--- src/sv/gcb_pkg.sv ---
`default_nettype none
package gcb_pkg;

	// Width of the signed coordinate arithmetic inside the draw sequencer.
	localparam int COORD_W   = 14;
	localparam int WORD_BITS = 16;

	localparam logic FUNC_LOAD = 1'b0;
	localparam logic FUNC_DRAW = 1'b1;

	localparam logic [1:0] REG_CLIP_X      = 2'd0;
	localparam logic [1:0] REG_CLIP_Y      = 2'd1;
	localparam logic [1:0] REG_CLIP_WIDTH  = 2'd2;
	localparam logic [1:0] REG_CLIP_HEIGHT = 2'd3;

	typedef enum logic [2:0] {
		S_IDLE,
		S_ADDS,
		S_CLIP,
		S_BASE,
		S_ROW,
		S_FINAL
	} gcb_state_t;

	typedef struct packed {
		logic [10:0] clip_x;
		logic [10:0] clip_y;
		logic [11:0] clip_width;
		logic [11:0] clip_height;
	} gcb_clip_t;

	typedef struct packed {
		logic        is_row;
		logic [11:0] row_y;
		logic [11:0] first_x;
		logic [31:0] pixel_mask;
		logic [15:0] row_color;
		logic [7:0]  advance;
		logic        last;
	} gcb_result_t;

endpackage
`default_nettype wire

--- src/sv/glyph_clip_blit.sv ---
`default_nettype none
// Clipped glyph blitter. Load items (func 0) write one 16-bit word of the glyph bitmap store,
// whose bits form a row-major pixel stream with a row stride equal to the saturated glyph
// width; a load gives no result. A draw item (func 1) places the glyph at pen plus offset,
// clips it to the non-negative quadrant and to the window set through the APB registers, and
// returns one result per visible row (row_y, first_x, a 32-bit mask of lit pixels and the ink
// color), then a final item with last set that carries the advance, or an advance of 0 when
// the pen lies right of or below the window. A draw works out the clipping arithmetic in its
// add, clip and base states, then reads three store words per row through the store's single
// read port; the next row's first read overlaps the current row's result, and the output side
// can hold a row until it is taken. The input side is not ready while a draw is in progress.
// Store words are not cleared at reset and must be loaded before a draw reads them.
// Registers: clip_x at byte 0, clip_y at 4, clip_width at 8 (reset 128), clip_height at 12
// (reset 64); write them only while the block is idle.
module glyph_clip_blit #(
	parameter int GLYPH_MAX_WIDTH  = 32,
	parameter int GLYPH_MAX_HEIGHT = 32,
	parameter int GLYPH_WORDS      = 64
) (
	input  wire logic               clk,
	input  wire logic               arst_n,
	input  wire logic               psel,
	input  wire logic               penable,
	input  wire logic               pwrite,
	input  wire logic [3:0]         paddr,
	input  wire logic [31:0]        pwdata,
	output logic      [31:0]        prdata,
	output logic                    pready,
	input  wire logic               in_valid,
	output logic                    in_ready,
	input  wire logic               func,
	input  wire logic [5:0]         word_index,
	input  wire logic [15:0]        word_data,
	input  wire logic signed [11:0] pen_x,
	input  wire logic signed [11:0] pen_y,
	input  wire logic signed [7:0]  bearing_x,
	input  wire logic signed [7:0]  bearing_y,
	input  wire logic [5:0]         glyph_width,
	input  wire logic [5:0]         glyph_height,
	input  wire logic [7:0]         glyph_advance,
	input  wire logic [15:0]        ink_color,
	output logic                    out_valid,
	input  wire logic               out_ready,
	output logic                    is_row,
	output logic [11:0]             row_y,
	output logic [11:0]             first_x,
	output logic [31:0]             pixel_mask,
	output logic [15:0]             row_color,
	output logic [7:0]              advance,
	output logic                    last
);
	import gcb_pkg::*;

	// Read addresses span the bit stream's word range plus two words of overshoot.
	localparam int MEM_AW = $clog2(GLYPH_WORDS);
	localparam int NBITS  = $clog2(GLYPH_MAX_WIDTH * GLYPH_MAX_HEIGHT);
	localparam int RA_W   = (NBITS - 3 > MEM_AW) ? NBITS - 3 : MEM_AW;

	gcb_clip_t   cfg;
	logic        wr_en, rd_en;
	logic [5:0]  wr_index;
	logic [15:0] wr_data, rd_data;
	logic [RA_W-1:0] rd_addr;
	logic        out_free, emit_valid;
	gcb_result_t emit;
	gcb_result_t res_q;
	logic        out_valid_q;

	assign pready = 1'b1;

	gcb_regs u_regs (
		.clk     (clk),
		.arst_n  (arst_n),
		.psel    (psel),
		.penable (penable),
		.pwrite  (pwrite),
		.paddr   (paddr),
		.pwdata  (pwdata),
		.prdata  (prdata),
		.cfg     (cfg)
	);

	gcb_store #(
		.GLYPH_WORDS (GLYPH_WORDS),
		.RA_W        (RA_W)
	) u_store (
		.clk      (clk),
		.wr_en    (wr_en),
		.wr_index (wr_index),
		.wr_data  (wr_data),
		.rd_en    (rd_en),
		.rd_addr  (rd_addr),
		.rd_data  (rd_data)
	);

	gcb_seq #(
		.GLYPH_MAX_WIDTH  (GLYPH_MAX_WIDTH),
		.GLYPH_MAX_HEIGHT (GLYPH_MAX_HEIGHT),
		.RA_W             (RA_W)
	) u_seq (
		.clk           (clk),
		.arst_n        (arst_n),
		.in_valid      (in_valid),
		.in_ready      (in_ready),
		.func          (func),
		.word_index    (word_index),
		.word_data     (word_data),
		.pen_x         (pen_x),
		.pen_y         (pen_y),
		.bearing_x     (bearing_x),
		.bearing_y     (bearing_y),
		.glyph_width   (glyph_width),
		.glyph_height  (glyph_height),
		.glyph_advance (glyph_advance),
		.ink_color     (ink_color),
		.cfg           (cfg),
		.wr_en         (wr_en),
		.wr_index      (wr_index),
		.wr_data       (wr_data),
		.rd_en         (rd_en),
		.rd_addr       (rd_addr),
		.rd_data       (rd_data),
		.out_free      (out_free),
		.emit_valid    (emit_valid),
		.emit          (emit)
	);

	// The output register takes a new item whenever it is empty or its item is leaving.
	assign out_free = !out_valid_q || out_ready;

	always_ff @(posedge clk or negedge arst_n) begin
		if (!arst_n) begin
			out_valid_q <= 1'b0;
		end else if (emit_valid && out_free) begin
			out_valid_q <= 1'b1;
		end else if (out_ready) begin
			out_valid_q <= 1'b0;
		end
	end

	always_ff @(posedge clk) begin
		if (emit_valid && out_free) begin
			res_q <= emit;
		end
	end

	assign out_valid  = out_valid_q;
	assign is_row     = res_q.is_row;
	assign row_y      = res_q.row_y;
	assign first_x    = res_q.first_x;
	assign pixel_mask = res_q.pixel_mask;
	assign row_color  = res_q.row_color;
	assign advance    = res_q.advance;
	assign last       = res_q.last;

endmodule
`default_nettype wire

--- src/sv/gcb_regs.sv ---
`default_nettype none
module gcb_regs (
	input  wire logic              clk,
	input  wire logic              arst_n,
	input  wire logic              psel,
	input  wire logic              penable,
	input  wire logic              pwrite,
	input  wire logic [3:0]        paddr,
	input  wire logic [31:0]       pwdata,
	output logic      [31:0]       prdata,
	output gcb_pkg::gcb_clip_t     cfg
);
	import gcb_pkg::*;

	gcb_clip_t  cfg_q;
	logic [1:0] reg_index;

	assign reg_index = paddr[3:2];
	assign cfg       = cfg_q;

	always_ff @(posedge clk or negedge arst_n) begin
		if (!arst_n) begin
			cfg_q.clip_x      <= 11'd0;
			cfg_q.clip_y      <= 11'd0;
			cfg_q.clip_width  <= 12'd128;
			cfg_q.clip_height <= 12'd64;
		end else if (psel && penable && pwrite) begin
			case (reg_index)
				REG_CLIP_X:      cfg_q.clip_x      <= pwdata[10:0];
				REG_CLIP_Y:      cfg_q.clip_y      <= pwdata[10:0];
				REG_CLIP_WIDTH:  cfg_q.clip_width  <= pwdata[11:0];
				REG_CLIP_HEIGHT: cfg_q.clip_height <= pwdata[11:0];
				default: ;
			endcase
		end
	end

	always_comb begin
		case (reg_index)
			REG_CLIP_X:      prdata = 32'(cfg_q.clip_x);
			REG_CLIP_Y:      prdata = 32'(cfg_q.clip_y);
			REG_CLIP_WIDTH:  prdata = 32'(cfg_q.clip_width);
			REG_CLIP_HEIGHT: prdata = 32'(cfg_q.clip_height);
			default:         prdata = 32'd0;
		endcase
	end

endmodule
`default_nettype wire

--- src/sv/gcb_store.sv ---
`default_nettype none
module gcb_store #(
	parameter int GLYPH_WORDS = 64,
	parameter int RA_W        = 7
) (
	input  wire logic            clk,
	input  wire logic            wr_en,
	input  wire logic [5:0]      wr_index,
	input  wire logic [15:0]     wr_data,
	input  wire logic            rd_en,
	input  wire logic [RA_W-1:0] rd_addr,
	output logic      [15:0]     rd_data
);
	localparam int MEM_AW = $clog2(GLYPH_WORDS);
	localparam int WI_W   = (MEM_AW > 6) ? MEM_AW : 6;

	logic [15:0]     mem [GLYPH_WORDS];
	logic [15:0]     rd_data_q;
	logic [WI_W-1:0] wr_index_w;

	assign wr_index_w = WI_W'(wr_index);
	assign rd_data    = rd_data_q;

	// Words past the end of the store read as unlit pixels.
	always_ff @(posedge clk) begin
		if (wr_en && (32'(wr_index) < GLYPH_WORDS)) begin
			mem[wr_index_w[MEM_AW-1:0]] <= wr_data;
		end
		if (rd_en) begin
			rd_data_q <= (32'(rd_addr) < GLYPH_WORDS) ? mem[rd_addr[MEM_AW-1:0]] : 16'd0;
		end
	end

endmodule
`default_nettype wire

--- src/sv/gcb_seq.sv ---
`default_nettype none
module gcb_seq #(
	parameter int GLYPH_MAX_WIDTH  = 32,
	parameter int GLYPH_MAX_HEIGHT = 32,
	parameter int RA_W             = 7
) (
	input  wire logic                clk,
	input  wire logic                arst_n,
	input  wire logic                in_valid,
	output logic                     in_ready,
	input  wire logic                func,
	input  wire logic [5:0]          word_index,
	input  wire logic [15:0]         word_data,
	input  wire logic signed [11:0]  pen_x,
	input  wire logic signed [11:0]  pen_y,
	input  wire logic signed [7:0]   bearing_x,
	input  wire logic signed [7:0]   bearing_y,
	input  wire logic [5:0]          glyph_width,
	input  wire logic [5:0]          glyph_height,
	input  wire logic [7:0]          glyph_advance,
	input  wire logic [15:0]         ink_color,
	input  gcb_pkg::gcb_clip_t       cfg,
	output logic                     wr_en,
	output logic [5:0]               wr_index,
	output logic [15:0]              wr_data,
	output logic                     rd_en,
	output logic [RA_W-1:0]          rd_addr,
	input  wire logic [15:0]         rd_data,
	input  wire logic                out_free,
	output logic                     emit_valid,
	output gcb_pkg::gcb_result_t     emit
);
	import gcb_pkg::*;

	localparam int NBITS = $clog2(GLYPH_MAX_WIDTH * GLYPH_MAX_HEIGHT);
	localparam int GW_W  = $clog2(GLYPH_MAX_WIDTH + 1);
	localparam int GH_W  = $clog2(GLYPH_MAX_HEIGHT + 1);
	localparam int RC_W  = GH_W;

	localparam logic [1:0] PH_RD0  = 2'd0;
	localparam logic [1:0] PH_RD1  = 2'd1;
	localparam logic [1:0] PH_RD2  = 2'd2;
	localparam logic [1:0] PH_FORM = 2'd3;

	gcb_state_t state_q, state_d;

	logic signed [11:0]        px_q, py_q;
	logic signed [7:0]         ol_q, ot_q;
	logic [GW_W-1:0]           gw_q;
	logic [GH_W-1:0]           gh_q;
	logic [7:0]                adv_q;
	logic [15:0]               color_q;
	logic signed [COORD_W-1:0] x_q, y_q, right_q, bottom_q;
	logic signed [COORD_W-1:0] outx_q, outy_q, maxx_q, maxy_q;
	logic                      reject_q;
	logic [NBITS-1:0]          n0_q;
	logic [31:0]               colmask_q;
	logic [RC_W-1:0]           rows_left_q;
	logic [11:0]               rowy_q;
	logic [1:0]                phase_q;
	logic [15:0]               w0_q, w1_q;

	logic                      draw_acc;
	logic signed [COORD_W-1:0] pxe, pye, clipx_s, clipy_s, gwe, ghe;
	logic signed [COORD_W-1:0] xend, yend, ncols, gx0, gy0;
	logic                      reject_w, visible_w, last_row, row_fire;
	logic [GW_W+GH_W-1:0]      prod_w;
	logic [6:0]                nc7;
	logic [31:0]               colmask_w;
	logic [NBITS-1:0]          n0_next, base_n;
	logic [NBITS-5:0]          word_w;
	logic [1:0]                word_off;
	logic [47:0]               row_bits;
	logic [47:0]               row_shift;

	assign draw_acc = in_valid && (state_q == S_IDLE) && (func == FUNC_DRAW);

	assign pxe     = COORD_W'(px_q);
	assign pye     = COORD_W'(py_q);
	assign clipx_s = $signed(COORD_W'(cfg.clip_x));
	assign clipy_s = $signed(COORD_W'(cfg.clip_y));
	assign gwe     = $signed(COORD_W'(gw_q));
	assign ghe     = $signed(COORD_W'(gh_q));
	assign xend    = x_q + gwe;
	assign yend    = y_q + ghe;
	assign reject_w  = (pxe > right_q) || (pye > bottom_q);
	assign visible_w = (outx_q < maxx_q) && (outy_q < maxy_q);

	// Start bit of the first visible row: stride times skipped rows plus skipped columns.
	assign ncols  = maxx_q - outx_q;
	assign gx0    = outx_q - x_q;
	assign gy0    = outy_q - y_q;
	assign prod_w = gw_q * gy0[GH_W-1:0];
	assign nc7    = ncols[6:0];
	assign colmask_w = (nc7 >= 7'd32) ? 32'hFFFF_FFFF : ~(32'hFFFF_FFFF << nc7[4:0]);

	assign last_row = (rows_left_q == RC_W'(1));
	assign row_fire = (state_q == S_ROW) && (phase_q == PH_FORM) && out_free;
	assign n0_next  = n0_q + NBITS'(gw_q);
	assign base_n   = (phase_q == PH_FORM) ? n0_next : n0_q;
	assign word_w   = base_n[NBITS-1:4];
	assign word_off = (phase_q == PH_FORM) ? PH_RD0 : phase_q;

	assign row_bits  = {rd_data, w1_q, w0_q};
	assign row_shift = row_bits >> n0_q[3:0];

	always_comb begin
		state_d = state_q;
		case (state_q)
			S_IDLE:  if (draw_acc) state_d = S_ADDS;
			S_ADDS:  state_d = S_CLIP;
			S_CLIP:  state_d = reject_w ? S_FINAL : S_BASE;
			S_BASE:  state_d = visible_w ? S_ROW : S_FINAL;
			S_ROW:   if (row_fire && last_row) state_d = S_FINAL;
			S_FINAL: if (out_free) state_d = S_IDLE;
			default: state_d = S_IDLE;
		endcase
	end

	always_comb begin
		in_ready   = (state_q == S_IDLE);
		wr_en      = in_valid && (state_q == S_IDLE) && (func == FUNC_LOAD);
		wr_index   = word_index;
		wr_data    = word_data;
		rd_en      = 1'b0;
		rd_addr    = RA_W'(word_w) + RA_W'(word_off);
		emit_valid = 1'b0;
		emit       = '0;
		case (state_q)
			S_ROW: begin
				rd_en = (phase_q != PH_FORM) || (out_free && !last_row);
				if (phase_q == PH_FORM) begin
					emit_valid      = 1'b1;
					emit.is_row     = 1'b1;
					emit.row_y      = rowy_q;
					emit.first_x    = outx_q[11:0];
					emit.pixel_mask = row_shift[31:0] & colmask_q;
					emit.row_color  = color_q;
				end
			end
			S_FINAL: begin
				emit_valid   = 1'b1;
				emit.advance = reject_q ? 8'd0 : adv_q;
				emit.last    = 1'b1;
			end
			default: ;
		endcase
	end

	always_ff @(posedge clk or negedge arst_n) begin
		if (!arst_n) begin
			state_q     <= S_IDLE;
			reject_q    <= 1'b0;
			phase_q     <= PH_RD0;
			rows_left_q <= '0;
		end else begin
			state_q <= state_d;
			case (state_q)
				S_CLIP: reject_q <= reject_w;
				S_BASE: begin
					rows_left_q <= RC_W'(maxy_q - outy_q);
					phase_q     <= PH_RD0;
				end
				S_ROW: begin
					if (phase_q != PH_FORM) begin
						phase_q <= phase_q + 2'd1;
					end else if (out_free && !last_row) begin
						// The next row's first word is already being read.
						phase_q     <= PH_RD1;
						rows_left_q <= rows_left_q - RC_W'(1);
					end
				end
				default: ;
			endcase
		end
	end

	always_ff @(posedge clk) begin
		case (state_q)
			S_IDLE: begin
				if (draw_acc) begin
					px_q    <= pen_x;
					py_q    <= pen_y;
					ol_q    <= bearing_x;
					ot_q    <= bearing_y;
					gw_q    <= (32'(glyph_width) > GLYPH_MAX_WIDTH) ?
						GW_W'(GLYPH_MAX_WIDTH) : GW_W'(glyph_width);
					gh_q    <= (32'(glyph_height) > GLYPH_MAX_HEIGHT) ?
						GH_W'(GLYPH_MAX_HEIGHT) : GH_W'(glyph_height);
					adv_q   <= glyph_advance;
					color_q <= ink_color;
				end
			end
			S_ADDS: begin
				x_q      <= pxe + COORD_W'(ol_q);
				y_q      <= pye + COORD_W'(ot_q);
				right_q  <= $signed(COORD_W'(cfg.clip_x) + COORD_W'(cfg.clip_width));
				bottom_q <= $signed(COORD_W'(cfg.clip_y) + COORD_W'(cfg.clip_height));
			end
			S_CLIP: begin
				outx_q <= (x_q > clipx_s) ? x_q : clipx_s;
				outy_q <= (y_q > clipy_s) ? y_q : clipy_s;
				maxx_q <= (xend > right_q) ? right_q : xend;
				maxy_q <= (yend > bottom_q) ? bottom_q : yend;
			end
			S_BASE: begin
				n0_q      <= NBITS'(prod_w) + NBITS'(gx0);
				colmask_q <= colmask_w;
				rowy_q    <= outy_q[11:0];
			end
			S_ROW: begin
				if (phase_q == PH_RD1) w0_q <= rd_data;
				if (phase_q == PH_RD2) w1_q <= rd_data;
				if (row_fire && !last_row) begin
					n0_q   <= n0_next;
					rowy_q <= rowy_q + 12'd1;
				end
			end
			default: ;
		endcase
	end

endmodule
`default_nettype wire

--- config.mk ---
export PLATFORM = sky130hd
export DESIGN_NAME = glyph_clip_blit
export DESIGN_NICKNAME = d
export VERILOG_FILES = /design/src/sv/gcb_pkg.sv /design/src/sv/glyph_clip_blit.sv /design/src/sv/gcb_regs.sv /design/src/sv/gcb_store.sv /design/src/sv/gcb_seq.sv
export SDC_FILE = /design/constraint.sdc
export NUM_CORES = 2
export LEC_CHECK = 0
export ABC_AREA = 1
export BUFFER_PORTS_ARGS = -buffer_cell sky130_fd_sc_hd__buf_2
export CAP_MARGIN = 20
export CELL_PAD_IN_SITES_DETAIL_PLACEMENT = 1
export CELL_PAD_IN_SITES_GLOBAL_PLACEMENT = 1
export CORE_MARGIN = 2
export CORE_UTILIZATION = 35
export CTS_CLUSTER_SIZE = 30
export DETAILED_ROUTE_END_ITERATION = 10
export GPL_TIMING_DRIVEN = 0
export PLACE_DENSITY_LB_ADDON = 0.1
export SLEW_MARGIN = 20
export SYNTH_ARGS = -nofsm -noshare
export SYNTH_HDL_FRONTEND = slang
export SYNTH_HIERARCHICAL = 1
export SYNTH_SLANG_ARGS = --single-unit
--- constraint.sdc ---
create_clock -name clk -period 11 [get_ports clk]
set_input_delay 3.3 -clock clk [delete_from_list [all_inputs] [get_ports clk]]
set_output_delay 3.3 -clock clk [all_outputs]
set_load 0.1 [all_outputs]
# Word-level counts from Yosys, hierarchy flattened
# Memories as Yosys holds them, arrays and structs flattened. A register that Yosys moved wholly into a read port is not among the register bits.
# Index checks and enable logic that the tools add are counted.
# classes
n_addsub	16
multipliers	1
magnitude_cmp	12
n_eq_ne	20
n_shift	2
mux	32
bitwise_logic	4
reduce_logical	35
# op_table
op	n
32-bit one-hot mux with 4 select lines	1
73-bit two-way mux	1
48-bit by 4-bit right shift with 32-bit output	1
32-bit AND	1
32-bit NOT	1
32-bit by 5-bit left shift with 32-bit output (first input constant)	1
13-bit by 7-bit adder with 14-bit output	2
12-bit by 14-bit greater-than comparator with 1-bit output	2
14-bit greater-than comparator	2
13-bit by 14-bit less-than comparator with 1-bit output	2
14-bit two-way mux	2
11-bit by 12-bit adder with 13-bit output	2
12-bit by 8-bit adder with 13-bit output	2
13-bit by 12-bit greater-than comparator with 1-bit output	2
12-bit one-hot mux with 2 select lines	1
11-bit two-way mux	2
10-bit two-way mux	2
10-bit one-hot mux with 2 select lines	1
2-bit AND reduction	10
3-bit one-hot mux with 6 select lines	1
12-bit by 1-bit adder with 12-bit output (second input constant)	1
6-bit greater-than comparator (second input constant)	2
1-bit logical AND	12
12-bit two-way mux	1
35 further kinds	67
# word_totals
reg_bits	411
mem_bits_rw	1024
out_inout_bits	117
wordCells	162
mem_count	1
# memory_table
memory	words	width	rd	rd_clocked_by_memory_dff	wr	line_no	text
u_store.mem	64	16	1	1	1	gcb_store.sv:17	logic [15:0] mem [GLYPH_WORDS];

# Depth between registers and ports, before layout
# depth
word_depth	6
depth_mapped	32
mapped_depth_nobuf	32

# Cells and area by module
# The synthesis kept the hierarchy.
# by_module_without_submodules
module	instances	cells_each	area_each_um2	seq_area_each_um2
gcb_store	1	3519	42221.7	31230.0
gcb_seq	1	2567	21206.6	8348.0
glyph_clip_blit	1	90	2518.7	2487.4
gcb_regs	1	302	2346.0	1153.6

# Worst setup path before layout
# Ideal clock, no wire load.
# synth_path
path_type	in2out
start	input paddr[3]
end	output prdata[0]
t_arrival_ns	4.584
required_ns	7.700
setup_slack_ns	3.116
cell_stages	5
n_path_buf	2
cell_sequence	buf_6 inv_4 buf_2 nand3_1 nand4_1
# synth_via
elab_chain_cells	2
elab_cells_between_ends	5
# synth_rtl
item	line_no	text
start, declared	glyph_clip_blit.sv:25	input wire logic [3:0] paddr,
2-bit equality test (tied with other cells)	gcb_regs.sv:39	case (reg_index)
32-bit one-hot mux with 4 select lines *	gcb_regs.sv:39	
end, declared	glyph_clip_blit.sv:27	output logic [31:0] prdata,
# Every way passes the cells marked *; elsewhere a longest branch is shown, timed or not. The select of a mux whose other input is x is not followed.

# Worst setup path after layout
# layout_path
start	input paddr[3]
end	output prdata[2]
# The elaborated chain is that of the path after synthesis.

==> results.toml <==
[place]
port_buffers = 191
hpwl_mm = 183
dp_slack_ps = 3250
place_area_mm2 = 0.0747
gp_congestion = 0.927

[setup_path]
critPathMaxFanout = 10
startpoint = "paddr[3]"
critPathCaptureType = "output port"
crit_path_start_kind = "primary input"
r2r_slack_ps = 4660
r2r_end = "u_store/rd_data[10]"
timing.rr.start = "u_seq/n0_q[1]"
rr_worst_depth = 20
critPathKind = "in2out"
critPathCapture = "prdata[2]"
cp.required_ps = 7700
crit_arrival_ps = 4460

[timing]
rsz0062_at_grt = "no"
whs_ps = 491
min_period_ps = 7760
hold_viol_final = 0
maxSlewHeadroom = 0.254
fin_crit_sh = 0.706
slew_viol_final = 0
worst_slew_pin_slew_ps = 1120
setup_slack_ps = 3240
fmax_ghz = 0.129
setup_violations = 0
final.setup.tns_ps = 0
skew_ps = 49.3

[finish]
layout-drive-gt1-share = 0.131
syn_to_final_growth_pct = 17.3
fin_nets = 7355
final_area_mm2 = 0.0801

[synthesis]
synth_seq_cells = 1449
synth_cell_types = 59
async_flop_share = 0.0407
yosysTopAreaCell = "edfxtp_1"
synth.avg_cell_area_um2 = 10.5
synth_cells = 6478
synth_area_mm2 = 0.0683
yosysWarnings = 6
ys_seq_area_frac = 0.633
synth_edf_count = 1390
yosys-top-cells-area = "edfxtp_1 61%, nand2_1 11%, nand3_1 7.5%"
synth-main-ff-cell = "edfxtp_1"
yosysTopAreaCellShare = 0.611

[detailed_routing]
drt_iter0_markers = 4142
wl_per_cell_um = 26.5
postRouteAntennaNets = 0
first_pass_iters = 5
vias = 50600
vias_per_cell = 5.25
routed_wl_mm = 256
drc = 0

[die]
fp.dieH_um = 446
dieArea_mm2 = 0.199
pin_count = 259
core_area_mm2 = 0.194
fp.dieW_um = 446
initial_core_util = 0.351
rows = 162

[clock_tree]
cts_setup_buffers = 0
clockBufferDepth = 3
clock_sinks = 1449
numCtsBuffers = 168
cts_hold_buffers = 0
path_clk_slew_ps = 50
clock_latency_ps = 830
cts_tree = "built"
ctsHtreeMaxLevel = 4
cts_root_buffer = "clkbuf_16"
cts.repair.resized = 0

[grt]
grt_pass1_vias = 51200
antenna_found_initial = 11
grt_pass1_wl_mm = 365
overflow = 0
grt_usage = 0.254
grt_max_degree = 65

[hold_path]
hp-class = "reg2reg"

[run]
maxCapViolCount = 0

[outcome]
status = "completed"
==> layout make-up <==
| class | instances | area [µm²] |
|---|---|---|
| Fill cell | 21400 | 114000 |
| Multi-Input combinational cell | 4289 | 22000 |
| Sequential cell | 1449 | 43200 |
| Buffer | 352 | 2150 |
| Antenna cell | 6 | 15.0 |
| Clock inverter | 93 | 875 |
| Tap cell | 2542 | 3180 |
| Clock buffer | 210 | 4470 |
| Timing Repair Buffer | 291 | 2670 |
| Inverter | 408 | 1540 |
==> metal layers <==
metal / GRT usage / wire, µm / up-vias
met5: 0 / 0 / -
li1: - / - / 23200
met3: 0.0397 / 14500 / 372
met2: 0.423 / 122000 / 1471
met4: 0.0833 / 8710 / 0
met1: 0.339 / 111000 / 25600
==> worst min path at each step <==
| stage | to | start | depth (start not counted) |
|---|---|---|---|
| finish | u_regs/cfg[19] | u_regs/cfg[19] | 2 |
| detailed placement | u_regs/cfg[19] | u_regs/cfg[19] | 2 |
| global route | u_regs/cfg[19] | u_regs/cfg[19] | 2 |
| global placement | u_regs/cfg[19] | u_regs/cfg[19] | 2 |
| CTS | u_regs/cfg[19] | u_regs/cfg[19] | 2 |
| floorplan | u_seq/w0_q[15] | u_store/rd_data[15] | 0 |
==> critical path: stages <==
cell and delay (ps):
buf_6 130, nor2_2 140, buf_2 230, nand2_1 80
nand4_1 130, buf_2 450
==> placed cells by master (no fill, tap or decap), types with 8 or more instances in the layout <==
cell	instances
xnor2_1	22
ha_1	211
a211oi_1	10
o211ai_1	11
o21ai_1	54
buf_12	20
buf_16	36
a21oi_1	126
nor2_2	10
dfrtp_1	57
clkbuf_1	95
nor3_1	29
nand2_2	14
clkinv_1	45
conb_1	23
clkbuf_16	172
buf_4	105
buf_2	351
clkinv_2	25
nor2_4	59
buf_1	21
nand4_1	70
o21bai_1	9
buf_6	42
o22ai_1	9
inv_2	21
o21ai_0	101
inv_1	382
edfxtp_1	1390
mux2i_1	12
xor2_1	48
fa_1	43
bufinv_16	9
nand3_1	1024
nor4_2	8
nor2_1	246
a31oi_1	14
nand2_1	2075
==> sequential cells by signal, indices dropped and copies added (netlist names), 13 cells and up <==
| signal | flops |
|---|---|
| u_seq/w1_q | 16 |
| u_seq/color_q | 16 |
| pixel_mask | 32 |
| u_seq/maxy_q | 14 |
| u_seq/outy_q | 13 |
| u_regs/cfg | 46 |
| u_seq/y_q | 13 |
| u_seq/colmask_q | 32 |
| u_seq/outx_q | 13 |
| u_store/rd_data | 16 |
| u_seq/x_q | 13 |
| row_color | 16 |
| u_seq/w0_q | 16 |
| u_seq/bottom_q | 13 |
| u_store/mem | 1024 |
| u_seq/maxx_q | 14 |
| u_seq/right_q | 13 |
==> synthesized netlist by cell type (all sizes together), types with 9 or more instances <==
library cell  number
nand4             70
buf              291
fa                43
nor3              32
nor2             317
nand2           2094
nand3           1028
inv              406
a211oi            10
clkbuf            61
xnor2             23
o21ai            155
o22ai              9
o21bai             9
a21oi            132
a31oi             14
xor2              48
o211ai            11
mux2i             12
ha               211
dfrtp             57
nor4              10
edfxtp          1390
==> through the flow <==
| step | utilization | instances |
|---|---|---|
| after CTS | 0.412 | 9630 |
| final | 0.412 | 9640 |
| after floorplan | - | 6498 |
| after global placement | 0.373 | 9231 |
| after detailed placement | 0.384 | 9327 |
| after global routing | 0.412 | 9635 |
==> cell families after synthesis <==
logic type / after synthesis / synth area share
other: 3 / 0.000165
XOR/XNOR: 71 / 0.00922
buffers and inverters: 760 / 0.0541
adder cells (fa/ha/maj): 254 / 0.0513
AO/OA/AOI/OAI: 362 / 0.0293
AND/OR/NAND/NOR: 3567 / 0.221
multiplexers: 12 / 0.00176
flip-flops: 1449 / 0.633
Power is not shown: default switching activity piles up to over one toggle a cycle in this logic, so the estimate is an artifact.
